$ cat src/rtl/slrc_pkg.sv
`default_nettype none
// ----------------------------------------------------------------------------
// slrc_pkg: shared types and constants
// Command text table, cell count and the link struct that runs along the cell row.
// ----------------------------------------------------------------------------
package slrc_pkg;

    localparam int unsigned NUM_CMD = 8;
    // one cell per line position that a command can reach, plus its terminator
    localparam int unsigned CELLS   = 8;

    localparam logic [7:0] NEWLINE = 8'h0A;

    typedef logic [NUM_CMD-1:0] t_cmd_vec;

    // what one cell hands to its right neighbor
    typedef struct packed {
        logic     ptr;   // write pointer token sits here
        t_cmd_vec ok;    // command still matches through this position
    } t_link;

    localparam logic [3:0] CMD_LEN [NUM_CMD] = '{
        4'd6, 4'd7, 4'd6, 4'd7, 4'd6, 4'd7, 4'd6, 4'd7
    };

    localparam logic [7:0] CMD_CHAR [NUM_CMD][CELLS] = '{
        '{"I", "N", "1", "_", "O", "N", 8'h00, 8'h00},
        '{"I", "N", "1", "_", "O", "F", "F",   8'h00},
        '{"I", "N", "2", "_", "O", "N", 8'h00, 8'h00},
        '{"I", "N", "2", "_", "O", "F", "F",   8'h00},
        '{"I", "N", "3", "_", "O", "N", 8'h00, 8'h00},
        '{"I", "N", "3", "_", "O", "F", "F",   8'h00},
        '{"I", "N", "4", "_", "O", "N", 8'h00, 8'h00},
        '{"I", "N", "4", "_", "O", "F", "F",   8'h00}
    };

endpackage

`default_nettype wire

$ cat src/rtl/slrc_cell.sv
`default_nettype none
// ----------------------------------------------------------------------------
// slrc_cell: one line position
// Holds one received byte, passes the write token right and extends the
// per-command match from its left neighbor.
// ----------------------------------------------------------------------------
module slrc_cell #(
    parameter int unsigned POS  = 0,
    parameter bit          KEEP = 1'b0   // token stays here once it arrives
) (
    input  wire logic          i_clk,
    input  wire logic          i_rst_n,
    input  wire logic          i_load,   // ordinary byte accepted
    input  wire logic          i_clear,  // newline accepted
    input  wire logic [7:0]    i_byte,
    input  wire slrc_pkg::t_link i_link,
    output slrc_pkg::t_link    o_link
);
    import slrc_pkg::*;

    logic       r_ptr;
    logic       r_done;   // written during the current line
    logic [7:0] r_byte;
    logic       n_ptr;
    logic       n_done;

    always_comb begin
        n_ptr  = r_ptr;
        n_done = r_done;
        if (i_clear) begin
            n_ptr  = (POS == 0);
            n_done = 1'b0;
        end else if (i_load) begin
            n_ptr = i_link.ptr || (r_ptr && KEEP);
            if (r_ptr && !KEEP) begin
                n_done = 1'b1;
            end
        end
    end

    always_ff @(posedge i_clk) begin
        if (!i_rst_n) begin
            r_ptr  <= (POS == 0);
            r_done <= 1'b0;
        end else begin
            r_ptr  <= n_ptr;
            r_done <= n_done;
        end
    end

    always_ff @(posedge i_clk) begin
        if (i_load && r_ptr) begin
            r_byte <= i_byte;
        end
    end

    always_comb begin
        o_link.ptr = r_ptr;
        for (int c = 0; c < NUM_CMD; c++) begin
            if (POS < int'(CMD_LEN[c])) begin
                o_link.ok[c] = i_link.ok[c] && r_done && (r_byte == CMD_CHAR[c][POS]);
            end else if (POS == int'(CMD_LEN[c])) begin
                // line ends here: token here, or a zero byte stored this line
                o_link.ok[c] = i_link.ok[c] && (r_ptr || (r_done && (r_byte == 8'h00)));
            end else begin
                o_link.ok[c] = i_link.ok[c];
            end
        end
    end

endmodule

`default_nettype wire

$ cat src/rtl/serial_line_relay_command_decoder.sv
`default_nettype none
// ----------------------------------------------------------------------------
// serial_line_relay_command_decoder: ascii relay command decoder
// Collects received bytes into a line and decodes IN1_ON .. IN4_OFF on newline.
// ----------------------------------------------------------------------------
// a newline byte yields its result in the output register in the cycle
// after it is accepted; ordinary bytes yield no result
// throughput: one byte per cycle, stalled while an undrained result is held
// reset: synchronous active low; relays off (levels all ones), line empty,
//   output register empty; no clearing pass, the line store needs none
module serial_line_relay_command_decoder #(
    parameter int unsigned BUFFER_CHARS = 32
) (
    input  wire logic       i_clk,
    input  wire logic       i_rst_n,
    // slave side: one received byte per request
    input  wire logic       s_axis_tvalid,
    output logic            s_axis_tready,
    input  wire logic [7:0] s_axis_tdata,    // [7:0] rx_byte
    // master side: one result per newline
    output logic            m_axis_tvalid,
    input  wire logic       m_axis_tready,
    output logic [7:0]      m_axis_tdata     // [3:0] command_code, [7:4] relay_levels
);
    import slrc_pkg::*;

    // the line store index saturates at BUFFER_CHARS-1; only when that slot
    // falls inside the cell row does the last cell keep the write token
    localparam bit SAT_IN_ROW = (BUFFER_CHARS <= CELLS);

    logic       w_accept;
    logic       w_newline;
    logic       w_load;
    logic       w_clear;
    t_link      w_link [CELLS+1];
    t_cmd_vec   w_match;

    logic [3:0] n_code;
    logic [3:0] n_relay;
    logic [3:0] r_relay;
    logic [3:0] r_code;
    logic [3:0] r_levels;
    logic       r_valid;

    // the output register frees up the same cycle it is drained
    assign s_axis_tready = !r_valid || m_axis_tready;
    assign w_accept      = s_axis_tvalid && s_axis_tready;
    assign w_newline     = (s_axis_tdata == NEWLINE);
    assign w_load        = w_accept && !w_newline;
    assign w_clear       = w_accept && w_newline;

    // head of the row: every command starts as a candidate, no token enters
    assign w_link[0].ptr = 1'b0;
    assign w_link[0].ok  = '1;

    // row of position cells, token and match flow left to right
    for (genvar g = 0; g < CELLS; g++) begin : g_cell
        slrc_cell #(
            .POS  (g),
            .KEEP ((g == CELLS - 1) && SAT_IN_ROW)
        ) u_cell (
            .i_clk   (i_clk),
            .i_rst_n (i_rst_n),
            .i_load  (w_load),
            .i_clear (w_clear),
            .i_byte  (s_axis_tdata),
            .i_link  (w_link[g]),
            .o_link  (w_link[g+1])
        );
    end

    assign w_match = w_link[CELLS].ok;

    // commands are distinct, so at most one match; even index means on (low)
    always_comb begin
        n_code  = '0;
        n_relay = r_relay;
        for (int c = 0; c < NUM_CMD; c++) begin
            if (w_match[c]) begin
                n_code       = 4'(c + 1);
                n_relay[c/2] = 1'(c % 2);
            end
        end
    end

    always_ff @(posedge i_clk) begin
        if (!i_rst_n) begin
            r_relay <= '1;
            r_valid <= 1'b0;
        end else begin
            if (w_clear) begin
                r_relay <= n_relay;
                r_valid <= 1'b1;
            end else if (m_axis_tready) begin
                r_valid <= 1'b0;
            end
        end
    end

    // result payload
    always_ff @(posedge i_clk) begin
        if (w_clear) begin
            r_code   <= n_code;
            r_levels <= n_relay;
        end
    end

    assign m_axis_tvalid = r_valid;
    assign m_axis_tdata  = {r_levels, r_code};

endmodule

`default_nettype wire
$ cat config.mk
export PLATFORM = sky130hd
export DESIGN_NAME = serial_line_relay_command_decoder
export DESIGN_NICKNAME = d
export VERILOG_FILES = /design/src/rtl/slrc_pkg.sv /design/src/rtl/slrc_cell.sv /design/src/rtl/serial_line_relay_command_decoder.sv
export SDC_FILE = /design/constraint.sdc
export NUM_CORES = 1
export LEC_CHECK = 0
export BUFFER_PORTS_ARGS = -buffer_cell sky130_fd_sc_hd__buf_2
export CORE_UTILIZATION = 52
export CTS_CLUSTER_SIZE = 12
export DETAILED_ROUTE_END_ITERATION = 10
export MAX_ROUTING_LAYER = met4
export PLACE_DENSITY_LB_ADDON = 0.15
export SYNTH_ARGS = -nofsm -noshare
export SYNTH_HDL_FRONTEND = slang
export SYNTH_SLANG_ARGS = --single-unit
$ cat constraint.sdc
create_clock -name i_clk -period 5.1 [get_ports i_clk]
set_clock_uncertainty 0.1 [all_clocks]
set_input_delay 0.255 -clock i_clk [delete_from_list [all_inputs] [get_ports i_clk]]
set_output_delay 0.255 -clock i_clk [all_outputs]
set_load 0.02 [all_outputs]
Word level (Yosys, flattened, before mapping)

Cells that the tools add are included.

Register bits: 93
Memories kept: 0
Memory bits (writable): 0
Bits of input ports: 12
Output and inout bits: 10
Bits in read-only memories: 0
Logic and storage cells: 140
Bits in latches: 0

$add $sub $neg: 0
Divide/modulo/power cells: 0
$mul: 0
Bitwise operators: 1
Reduce and logical (&&, ||, !) cells: 82
$lt $le $gt $ge: 0
Shift operators: 0
Equal/unequal tests: 12
Muxes and demuxes: 17

Operator list:

| operator                                             | number |
|---|---|
| logical AND 1 bit                                    | 65 |
| equality test 8 x 7 -> 1 bit (second input constant) | 7 |
| equality test 8 x 6 -> 1 bit (second input constant) | 4 |
| two-way mux 4 bit                                    | 6 |
| logical NOT 8 bit                                    | 2 |
| AND reduction 2 bit                                  | 8 |
| two-way mux 1 bit                                    | 11 |
| equality test 8 x 4 -> 1 bit (second input constant) | 1 |
| logical OR 1 bit                                     | 3 |
| logical NOT 1 bit                                    | 2 |
| nonzero test 2 bit                                   | 1 |
| OR reduction 2 bit                                   | 1 |
| inverter 1 bit                                       | 1 |

Longest topological paths before layout

Gate-level depths: netlist of run 1.

Depth in word-level cells: 21
Depth in mapped cells: 6

By module

From an unflattened synthesis of run 1, not the netlist that was laid out.

Cell total of the unflattened synthesis: 348
Area total of the unflattened synthesis: 4405.5 µm²

By module, submodules not included:

| module                            | area each (µm²) | instances | cells each | seq. area each (µm²) |
|---|---|---|---|---|
| serial_line_relay_command_decoder | 585.6           | 1         | 50         | 340.3 |
| slrc_cell at g_cell[0].u_cell     | 506.7           | 1         | 37         | 280.3 |
| slrc_cell at g_cell[1].u_cell     | 499.2           | 1         | 37         | 280.3 |
| slrc_cell at g_cell[4].u_cell     | 496.7           | 1         | 37         | 280.3 |
| slrc_cell at g_cell[5].u_cell     | 491.7           | 1         | 37         | 280.3 |
| slrc_cell at g_cell[6].u_cell     | 480.5           | 1         | 42         | 280.3 |
| slrc_cell at g_cell[7].u_cell     | 466.7           | 1         | 34         | 280.3 |
| slrc_cell at g_cell[2].u_cell     | 442.9           | 1         | 37         | 280.3 |
| slrc_cell at g_cell[3].u_cell     | 435.4           | 1         | 37         | 280.3 |

Least setup slack after synthesis of run 1

No wires, ideal clock.

Path type: reg-to-reg
From: reg g_cell[4].u_cell.r_byte[4]
To: reg r_levels[2] (data pin)
Clock period less this slack: 2076 ps
Data arrival time: 1710 ps
Cell stages (with the launch flop): 6
Data required time: 4734 ps
Path buffers: 0
Slack: 3024 ps
Library setup time: 266 ps
Path through: edfxtp_1 or4b_4 nor4_4 nand3_2 o31ai_1 o31ai_1

Longest elaborated chain between the ends: 8
Elaborated cells on any way between the ends: 11

Ends and longest elaborated chain:

| what                                | RTL line                                 | RTL |
|---|---|---|
| start: declaration                  | slrc_cell.sv:23                          | `logic [7:0] r_byte;` |
| start signal: assignment            | slrc_cell.sv:53                          | `r_byte <= i_byte;` |
| equality test 8 x 7 -> 1 bit (*)    | slrc_cell.sv:61                          | `o_link.ok[c] = i_link.ok[c] && r_done && (r_byte == CMD_CHAR[c][POS]);` |
| logical AND 1 bit (*) (2 in series) | slrc_cell.sv:61                          |  |
| logical AND 1 bit (3 in series)     | slrc_cell.sv:61                          |  |
| logical AND 1 bit                   | slrc_cell.sv:64                          | `o_link.ok[c] = i_link.ok[c] && (r_ptr \|\| (r_done && (r_byte == 8'h00)));` |
| two-way mux 1 bit (*)               | serial_line_relay_command_decoder.sv:79  | `if (w_match[c]) begin` |
| named net n_relay[2]                | serial_line_relay_command_decoder.sv:39  | `logic [3:0] n_relay;` |
| end signal: assignment              | serial_line_relay_command_decoder.sv:104 | `r_levels <= n_relay;` |
| end: declaration                    | serial_line_relay_command_decoder.sv:42  | `logic [3:0] r_levels;` |

The timed path passes the listed nets; every way through them passes the cells marked *.
A chain may end at the register's enable or synchronous reset.

Worst setup path in the final report of run 1

Ends and elaborated chain as after synthesis.

==> results_dict.tcl, run 1 <==
set metrics [dict create \
    antenna_found_initial 0 \
    synth_cell_types 44 \
    p_total_uw 1360 \
    h-tree-depth 3 \
    io_pins 22 \
    vias_per_cell 5.78 \
    grt_usage 0.197 \
    postCtsHoldBufs 0 \
    cp_data_arrival_time_ns 2.28 \
    nets 263 \
    min_period_over_period 0.446 \
    ys_ff_latch 93 \
    hp-class "in2reg" \
    setup_viol 0 \
    cts_sinks 93 \
    cap_violations 0 \
    gr-total-overflow 0 \
    fin_crit_ns 2.28 \
    grt_pass1_wl_um 9720 \
    start_kind "flop" \
    syn_area_um2 3440 \
    crit_required_ns 5.11 \
    path_clk_slew_ns 0.09 \
    drv_slew 0 \
    fp.dieW_um 83.4 \
    synth-seq-area-share 0.750 \
    crit_fanout 6 \
    antenna_left 0 \
    first_iter_violations 84 \
    max_clock_freq_ghz 0.440 \
    cts_setup_buffers 0 \
    ys_warn_count 0 \
    p_per_area_nw_per_um2 354 \
    synth_ff_type "edfxtp_1" \
    insertion_delay_ns 0.35 \
    power_leakage_uw 0.00130 \
    wl_per_cell_um 18.1 \
    clockBufferDepth 2 \
    dr.pass1.iters 4 \
    dpl.hpwl_um 3980 \
    start_util 0.539 \
    portBuffers 21 \
    hold_viol_final 0 \
    cts_tree "built" \
    gp_congestion 0.785 \
    die-height_um 83.4 \
    grt_max_degree 19 \
    cts_buffers 9 \
    n_antenna_cell 0 \
    async_flop_share 0 \
    end_kind "flop" \
    cp_num_buf_inv 0 \
    grt_pass1_vias 1942 \
    row_count 29 \
    synth_fp_nets 233 \
    die_area_um2 6950 \
    syn_inst 221 \
    slowest_delay_ns 0.55 \
    num_vias 1926 \
    criticalPathCategory "reg2reg" \
    irDropWorstVdd_mv 0.210 \
    syn2layout_area_growth_pct 11.6 \
    slowest_stage "or4b_4" \
    setup_tns_ns 0 \
    drcViolationCount 0 \
    path_cells "or4b_4 -> nor4_4 -> nand3_2 -> o31ai_1 -> o31ai_1" \
    wl_um 6010 \
    synth_edf_count 72 \
    cp_common_cell "o31ai_1" \
    core_area_um2 6390 \
    relSlewSlack 0.607 \
    cts_resized 0 \
    critical-path-top-delay-family "simple AND/OR/NAND/NOR gates" \
    grt_setup_unrepaired "no" \
    status "finished, final reports clean" \
    drive_above_1_share 0.199 \
    root_buffer "clkbuf_8" \
    avgSynthCellArea_um2 15.6 \
    worstMarginPinSlew_ns 0.584 \
]
[final timing paths]
path	from	end	slack (ns)	depth (start not counted)
worst max-delay path	g_cell[4].u_cell.r_byte[4]	r_levels[2]	2.82	5
worst min-delay path	i_rst_n	r_relay[1]	0.03	2
worst max register to register	g_cell[4].u_cell.r_byte[4]	r_levels[2]	2.82	5
worst min register to register	g_cell[2].u_cell.r_done	g_cell[2].u_cell.r_done	0.38	2
[worst reg2reg max path: stages (launching register included)]
cell and delay (ns):
edfxtp_1 0.37, or4b_4 0.55, nor4_4 0.44, nand3_2 0.21, o31ai_1 0.27, o31ai_1 0.10
[routing by layer]
metal	vias up	GRT usage	wire length, µm
li1	918	-	-
met1	952	0.243	2780
met2	45	0.309	2850
met3	11	0.0596	278
met4	0	0.0737	104
met5	-	-	0
[placed cells by master, fill, tap and decap left out, types with 6 or more instances in the layout]
| cell type | Yosys | routed |
|---|---|---|
| nand4_1 | 8 | 8 |
| clkbuf_8 | 0 | 9 |
| dfxtp_1 | 21 | 21 |
| edfxtp_1 | 72 | 72 |
| mux2i_1 | 8 | 8 |
| nor2_1 | 22 | 22 |
| buf_2 | 1 | 21 |
| nand2_1 | 6 | 6 |
| a21oi_1 | 10 | 9 |
| and2_1 | 10 | 10 |
[registers in the layout (all words and copies together), names as in the netlist]
name                  count
g_cell.u_cell.r_byte     64
g_cell.u_cell.r_done      8
g_cell.u_cell.r_ptr       8
m_axis_tvalid             1
r_code                    4
r_levels                  4
r_relay                   4
[through the flow]
step	setup slack [ns]	hold WS [ns]	cells	cell area [µm²]	utilization
global placement	2.87	0.352	317	3640	0.571
detailed placement	2.83	0.362	317	3640	0.571
CTS	2.83	0.0222	333	3840	0.602
finish	2.82	0.0328	333	3840	0.602
global route	2.65	0.0330	333	3840	0.602
floorplan	3.02	0.231	221	3440	-
[report_power, final]
| part | leakage, µW | switching [µW] | internal (µW) |
|---|---|---|---|
| clock network | 0.000101 | 259 | 231 |
| logic | 0.000370 | 25.8 | 11.3 |
| registers | 0.000833 | 5.77 | 826 |
[synthesized netlist by cell type, types with 3 or more instances]
master	count	area (µm²)
nor4_4	4	85.1
mux2i_1	8	80.1
a31oi_1	4	25.0
nor3_1	4	20.0
dfxtp_1	21	420
nand2_1	6	22.5
and2_1	10	62.6
o31ai_1	3	22.5
a21oi_1	10	50.1
edfxtp_1	72	2160
nand4_1	8	50.1
nand3_1	3	15.0
nor2_1	22	82.6
nor4_1	3	18.8
o21ai_0	4	20.0
inv_1	3	11.3
[cell families after synthesis]
group / count (synthesis) / share of synthesized area
AOI/OAI and AO/OA: 31 / 0.0563
buffers and inverters: 6 / 0.00690
and+or+nand+nor: 82 / 0.161
muxes: 8 / 0.0232
xor gates and xnor gates: 1 / 0.00254
DFF: 93 / 0.750
[layout make-up]
class                   count  area (µm²)
flip-flops and latches     93        2580
multi-input cells         122         842
clock buffers              10         128
repair buffers             22         113
fillers                   479        2540
well taps                  77        96.3
inverters                   3        11.3
clock inverters             6        70.1
Power figures use the tool's default switching activity.
==> inputs of run 2 (changes only) <==
==> constraint.sdc (replaced) <==
create_clock -name i_clk -period 2 [get_ports i_clk]
set_clock_uncertainty 0.1 [all_clocks]
set_input_delay 0.1 -clock i_clk [delete_from_list [all_inputs] [get_ports i_clk]]
set_output_delay 0.1 -clock i_clk [all_outputs]
set_load 0.02 [all_outputs]
==> results_dict.tcl, run 2 (synthesis results as in run 1) <==
set metrics [dict create \
    status "finished, violations left" \
    violations "negative setup slack" \
    start_kind "flop" \
    insertion_delay_ns 0.34 \
    worstMarginPinSlew_ns 0.450 \
    clockBufferDepth 2 \
    drv_slew 0 \
    antenna_found_initial 0 \
    drive_above_1_share 0.321 \
    min_from "m_axis_tready" \
    core_area_um2 6390 \
    largest_register "g_cell.u_cell.r_byte" \
    gr-total-overflow 0 \
    p_per_area_nw_per_um2 798 \
    cts_tree "built" \
    top_usage_layer "met2" \
    die-height_um 83.4 \
    fin_crit_ns 2.16 \
    r2r_start "g_cell[4].u_cell.r_byte[5]" \
    cts_buffers 9 \
    cap_violations 0 \
    grt_max_degree 17 \
    path_clk_slew_ns 0.09 \
    wl_per_cell_um 17.5 \
    final_common_cell "edfxtp_1" \
    crit_required_ns 2.09 \
    cp_data_arrival_time_ns 2.25 \
    vias_per_cell 5.49 \
    power_leakage_uw 0.00144 \
    grt_pass1_vias 1935 \
    min_period_over_period 1.08 \
    start_util 0.539 \
    portBuffers 21 \
    dr.pass1.iters 4 \
    nets 294 \
    root_buffer "clkbuf_8" \
    cts_sinks 93 \
    dpl.hpwl_um 4250 \
    criticalPathCategory "reg2reg" \
    grt_usage 0.206 \
    h-tree-depth 3 \
    syn2layout_area_growth_pct 20.7 \
    n_antenna_cell 0 \
    die_area_um2 6950 \
    grt_pass1_wl_um 10100 \
    drcViolationCount 0 \
    path_cells "or4bb_4 -> nor4_4 -> buf_4 -> and3_4 -> a31oi_1 -> a31oi_1" \
    most-common-layout-cells "edfxtp_1 (72), buf_4 (28), nor2_1 (21), dfxtp_1 (21), buf_2 (21)" \
    grt_use_met1 0.259 \
    end_kind "flop" \
    timing.hold.ws_ns 0.0209 \
    largest_reg_flops 64 \
    cp_common_cell "a31oi_1" \
    num_vias 2000 \
    met3_usage 0.0368 \
    fin_ws_ns -0.163 \
    grtUsageMet2 0.330 \
    slowest_stage "or4bb_4" \
    first_iter_violations 149 \
    setup_viol 11 \
    fillCellCount 464 \
    critical-path-top-delay-family "simple AND/OR/NAND/NOR gates" \
    cp_num_buf_inv 1 \
    cp-startpoint "g_cell[4].u_cell.r_byte[5]" \
    dp_slack_ns -0.202 \
    row_count 29 \
    wl_um 6380 \
    io_pins 22 \
    irDropWorstVdd_mv 0.551 \
    slowest_delay_ns 0.54 \
    grt_setup_unrepaired "yes" \
    antenna_left 0 \
    max_clock_freq_ghz 0.462 \
    reg_top3 "g_cell.u_cell.r_byte: 64 flops, g_cell.u_cell.r_done: 8 flops, g_cell.u_cell.r_ptr: 8 flops" \
    fp.dieW_um 83.4 \
    relSlewSlack 0.700 \
    crit_fanout 5 \
    hp-class "in2reg" \
    gp_congestion 0.822 \
    hold_viol_final 0 \
]
[run 2: metrics by stage]
stage               utilization  std cells  total power, µW  TNS [ns]  area [µm²]
finish                    0.651        364             3320     -1.01        4160
CTS                       0.640        363             3340    -0.909        4090
global route              0.651        364             3440     -2.54        4160
global placement          0.604        344             2280    -0.687        3860
floorplan                     -        221             2210   -0.0396        3450
detailed placement        0.604        344             2280     -1.15        3860
[run 2: report_power, final]
group	internal, µW	switching [µW]
Clock	455	621
Sequential	2110	13.3
Combinational	49.1	71.6
[run 2: path summary, 6_finish.rpt]
path / to / slack (ns) / cells after the start
max reg2reg: r_levels[1] / -0.16 / 6
max: r_levels[1] / -0.16 / 6
min reg2reg: g_cell[4].u_cell.r_done / 0.38 / 2
min: m_axis_tvalid / 0.02 / 3
[run 2: cell type report]
class,count,area (µm²),area share
clock buffer,11,131,0.0316
sequential,93,2580,0.621
clock inverter,5,36.3,0.00873
tap,77,96.3,0.0232
inverter,3,11.3,0.00271
multi-input combinational,122,933,0.224
timing repair buffer,53,367,0.0882
[run 2: worst reg2reg max path, stage by stage, from the launching register on]
cell      delay (ns)
edfxtp_1        0.38
or4bb_4         0.54
nor4_4          0.37
buf_4           0.18
and3_4          0.21
a31oi_1         0.08
a31oi_1         0.15
[run 2: timing repair]
item                                   in CTS  in global routing
setup endpoints to repair                  12                 12
hold buffers                                2                  0
pin swaps                                  13                  8
endpoints found under the hold margin       6                  0
setup buffers                               1                  1
resized for setup                           9                 11
[run 2: layer usage]
metal / wire, µm / vias to the layer above
li1: - / 979
met1: 2880 / 970
met2: 3170 / 40
met3: 213 / 11
met4: 121 / 0
met5: 0 / -
==> inputs of run 3 (changes only) <==
--- a/config.mk
+++ b/config.mk
@@ -11,6 +11,8 @@
 export DETAILED_ROUTE_END_ITERATION = 10
 export MAX_ROUTING_LAYER = met4
 export PLACE_DENSITY_LB_ADDON = 0.15
+export REMOVE_ABC_BUFFERS = 1
 export SYNTH_ARGS = -nofsm -noshare
 export SYNTH_HDL_FRONTEND = slang
+export SYNTH_HIERARCHICAL = 1
 export SYNTH_SLANG_ARGS = --single-unit
==> results_dict.tcl, run 3 <==
set metrics [dict create \
    syn_inst 347 \
    multi_input_area_um2 1760 \
    hp-class "in2reg" \
    clkPwrFrac 0.369 \
    slowest_stage "or4b_2" \
    cap_violations 0 \
    internal_power_uw 2880 \
    antenna_found_initial 0 \
    die_area_um2 8830 \
    grt_pass1_vias 2894 \
    reg_top3 "g_cell.u_cell/r_byte: 64 flops, g_cell.u_cell/r_done: 8 flops, g_cell.u_cell/r_ptr: 8 flops" \
    n_antenna_cell 0 \
    io_pins 22 \
    cts_sinks 93 \
    wl_um 8900 \
    cts_tree "built" \
    setup_tns_ns -27.43 \
    cts_buffers 9 \
    root_buffer "clkbuf_8" \
    final_common_cell "buf_4" \
    criticalPathCategory "reg2reg" \
    largest_register "g_cell.u_cell/r_byte" \
    reg2reg_depth 20 \
    most-common-layout-cells "buf_4 (80), edfxtp_1 (72), inv_1 (45), nor4_2 (34)" \
    crit_required_ns 2.14 \
    max_clock_freq_ghz 0.227 \
    end_kind "flop" \
    p_per_area_nw_per_um2 642 \
    gr-total-overflow 0 \
    largest_reg_flops 64 \
    grt_pass1_wl_um 14300 \
    wl_per_cell_um 15.8 \
    insertion_delay_ns 0.35 \
    cp_data_arrival_time_ns 4.55 \
    portBuffers 21 \
    ys_warn_count 6 \
    drv_slew 0 \
    die-height_um 94.0 \
    first_iter_violations 164 \
    power_leakage_uw 0.00200 \
    start_util 0.535 \
    grt_setup_unrepaired "yes" \
    p_seq_frac 0.584 \
    num_vias 2960 \
    fillCellCount 595 \
    clockBufferDepth 2 \
    gp_congestion 0.845 \
    fin_crit_ns 4.41 \
    violations "negative setup slack" \
    power.switching_uw 755 \
    h-tree-depth 3 \
    status "finished, violations left" \
    p_total_uw 3640 \
    fin_ws_ns -2.41 \
    drcViolationCount 0 \
    start_kind "flop" \
    path_clk_slew_ns 0.10 \
    syn2layout_area_growth_pct 28.8 \
    syn_area_um2 4400 \
    grt_max_degree 21 \
    dr.pass1.iters 4 \
    antenna_left 0 \
    slowest_delay_ns 0.62 \
    dpl.hpwl_um 6010 \
    pwr-share-comb 0.047 \
    drive_above_1_share 0.439 \
    nets 465 \
    min_period_over_period 2.20 \
    finish.utilization 0.690 \
    core_area_um2 8220 \
    setup_viol 12 \
    vias_per_cell 5.26 \
    ff_latch_area_um2 2580 \
    path_cells "or4b_4 -> buf_6 -> nor4_2 -> inv_1 -> nor4_2 -> nand2_1 -> nor4_2 -> inv_1 -> nor4_2 -> inv_1 -> nor4_2 -> nand3_1 -> nor3_2 -> or4b_2 -> o31ai_2 -> buf_4 -> inv_1 -> a21o_1 -> mux2i_1 -> nand2_1" \
    avgSynthCellArea_um2 12.7 \
    cp_common_cell "nor4_2" \
    hold_viol_final 0 \
    crit_fanout 4 \
    grt_usage 0.227 \
    irDropWorstVdd_mv 0.874 \
    p_sw_frac 0.208 \
    row_count 33 \
    fp.dieW_um 94.0 \
    hold_path_depth 2 \
]
[run 3: final timing paths]
path / endpoint / slack (ns) / startpoint
setup / recovery: r_relay[3] / -2.41 / g_cell[0].u_cell/r_byte[5]
hold / removal: g_cell[0].u_cell/r_byte[2] / 0.0007 / s_axis_tdata[2]
setup reg to reg: r_relay[3] / -2.41 / g_cell[0].u_cell/r_byte[5]
hold reg to reg: r_relay[1] / 0.39 / r_relay[1]
[run 3: area by class of cell]
| class | count | share of cell area |
|---|---|---|
| flip-flops and latches | 93 | 0.456 |
| multi-input cells | 194 | 0.310 |
| repair buffers | 108 | 0.141 |
| inverters | 47 | 0.0311 |
| well taps | 105 | 0.0232 |
| clock buffers | 9 | 0.0219 |
| clock inverters | 7 | 0.0172 |
[run 3: routing by layer]
layer  part of all wire  track usage  vias up
met4              0.015       0.0782        0
met3              0.033       0.0316        9
met2               0.48        0.360       38
li1                   -            -     1471
met1               0.47        0.302     1442
met5                  0            -        -
[run 3: through the flow]
step	area [µm²]	hold slack (ns)	setup WS, ns	std cells
floorplan	4280	0.0619	-2.46	334
global placement	5000	0.295	-2.70	522
detailed placement	5000	0.304	-2.84	522
CTS	5550	0.00245	-2.49	560
global route	5670	0.00107	-2.74	563
finish	5670	0.000661	-2.41	563
[run 3: timing repair]
item                                    4_1_cts  5_1_grt
pin swaps                                    32       15
setup buffers                                20        3
gates resized for setup                      27       16
hold endpoints to repair                      6        0
hold buffers                                  2        0
endpoints found under the setup margin       12       12
[run 3: worst max-delay path: cells and delay by family (launching register included)]
family | cells | cell delay (ns)
AO/OA/AOI/OAI | 2 | 0.40
AND/OR/NAND/NOR | 11 | 2.68
flip-flops | 1 | 0.37
multiplexers | 1 | 0.16
buffers and inverters | 6 | 0.61
[run 3: power by group through the flow]
stage               Clock [µW]  Combinational [µW]  Sequential [µW]
floorplan                    0                69.0             2160
global placement             0                 156             2170
detailed placement           0                 161             2170
CTS                       1360                 168             2120
global route              1430                 188             2130
finish                    1340                 172             2120
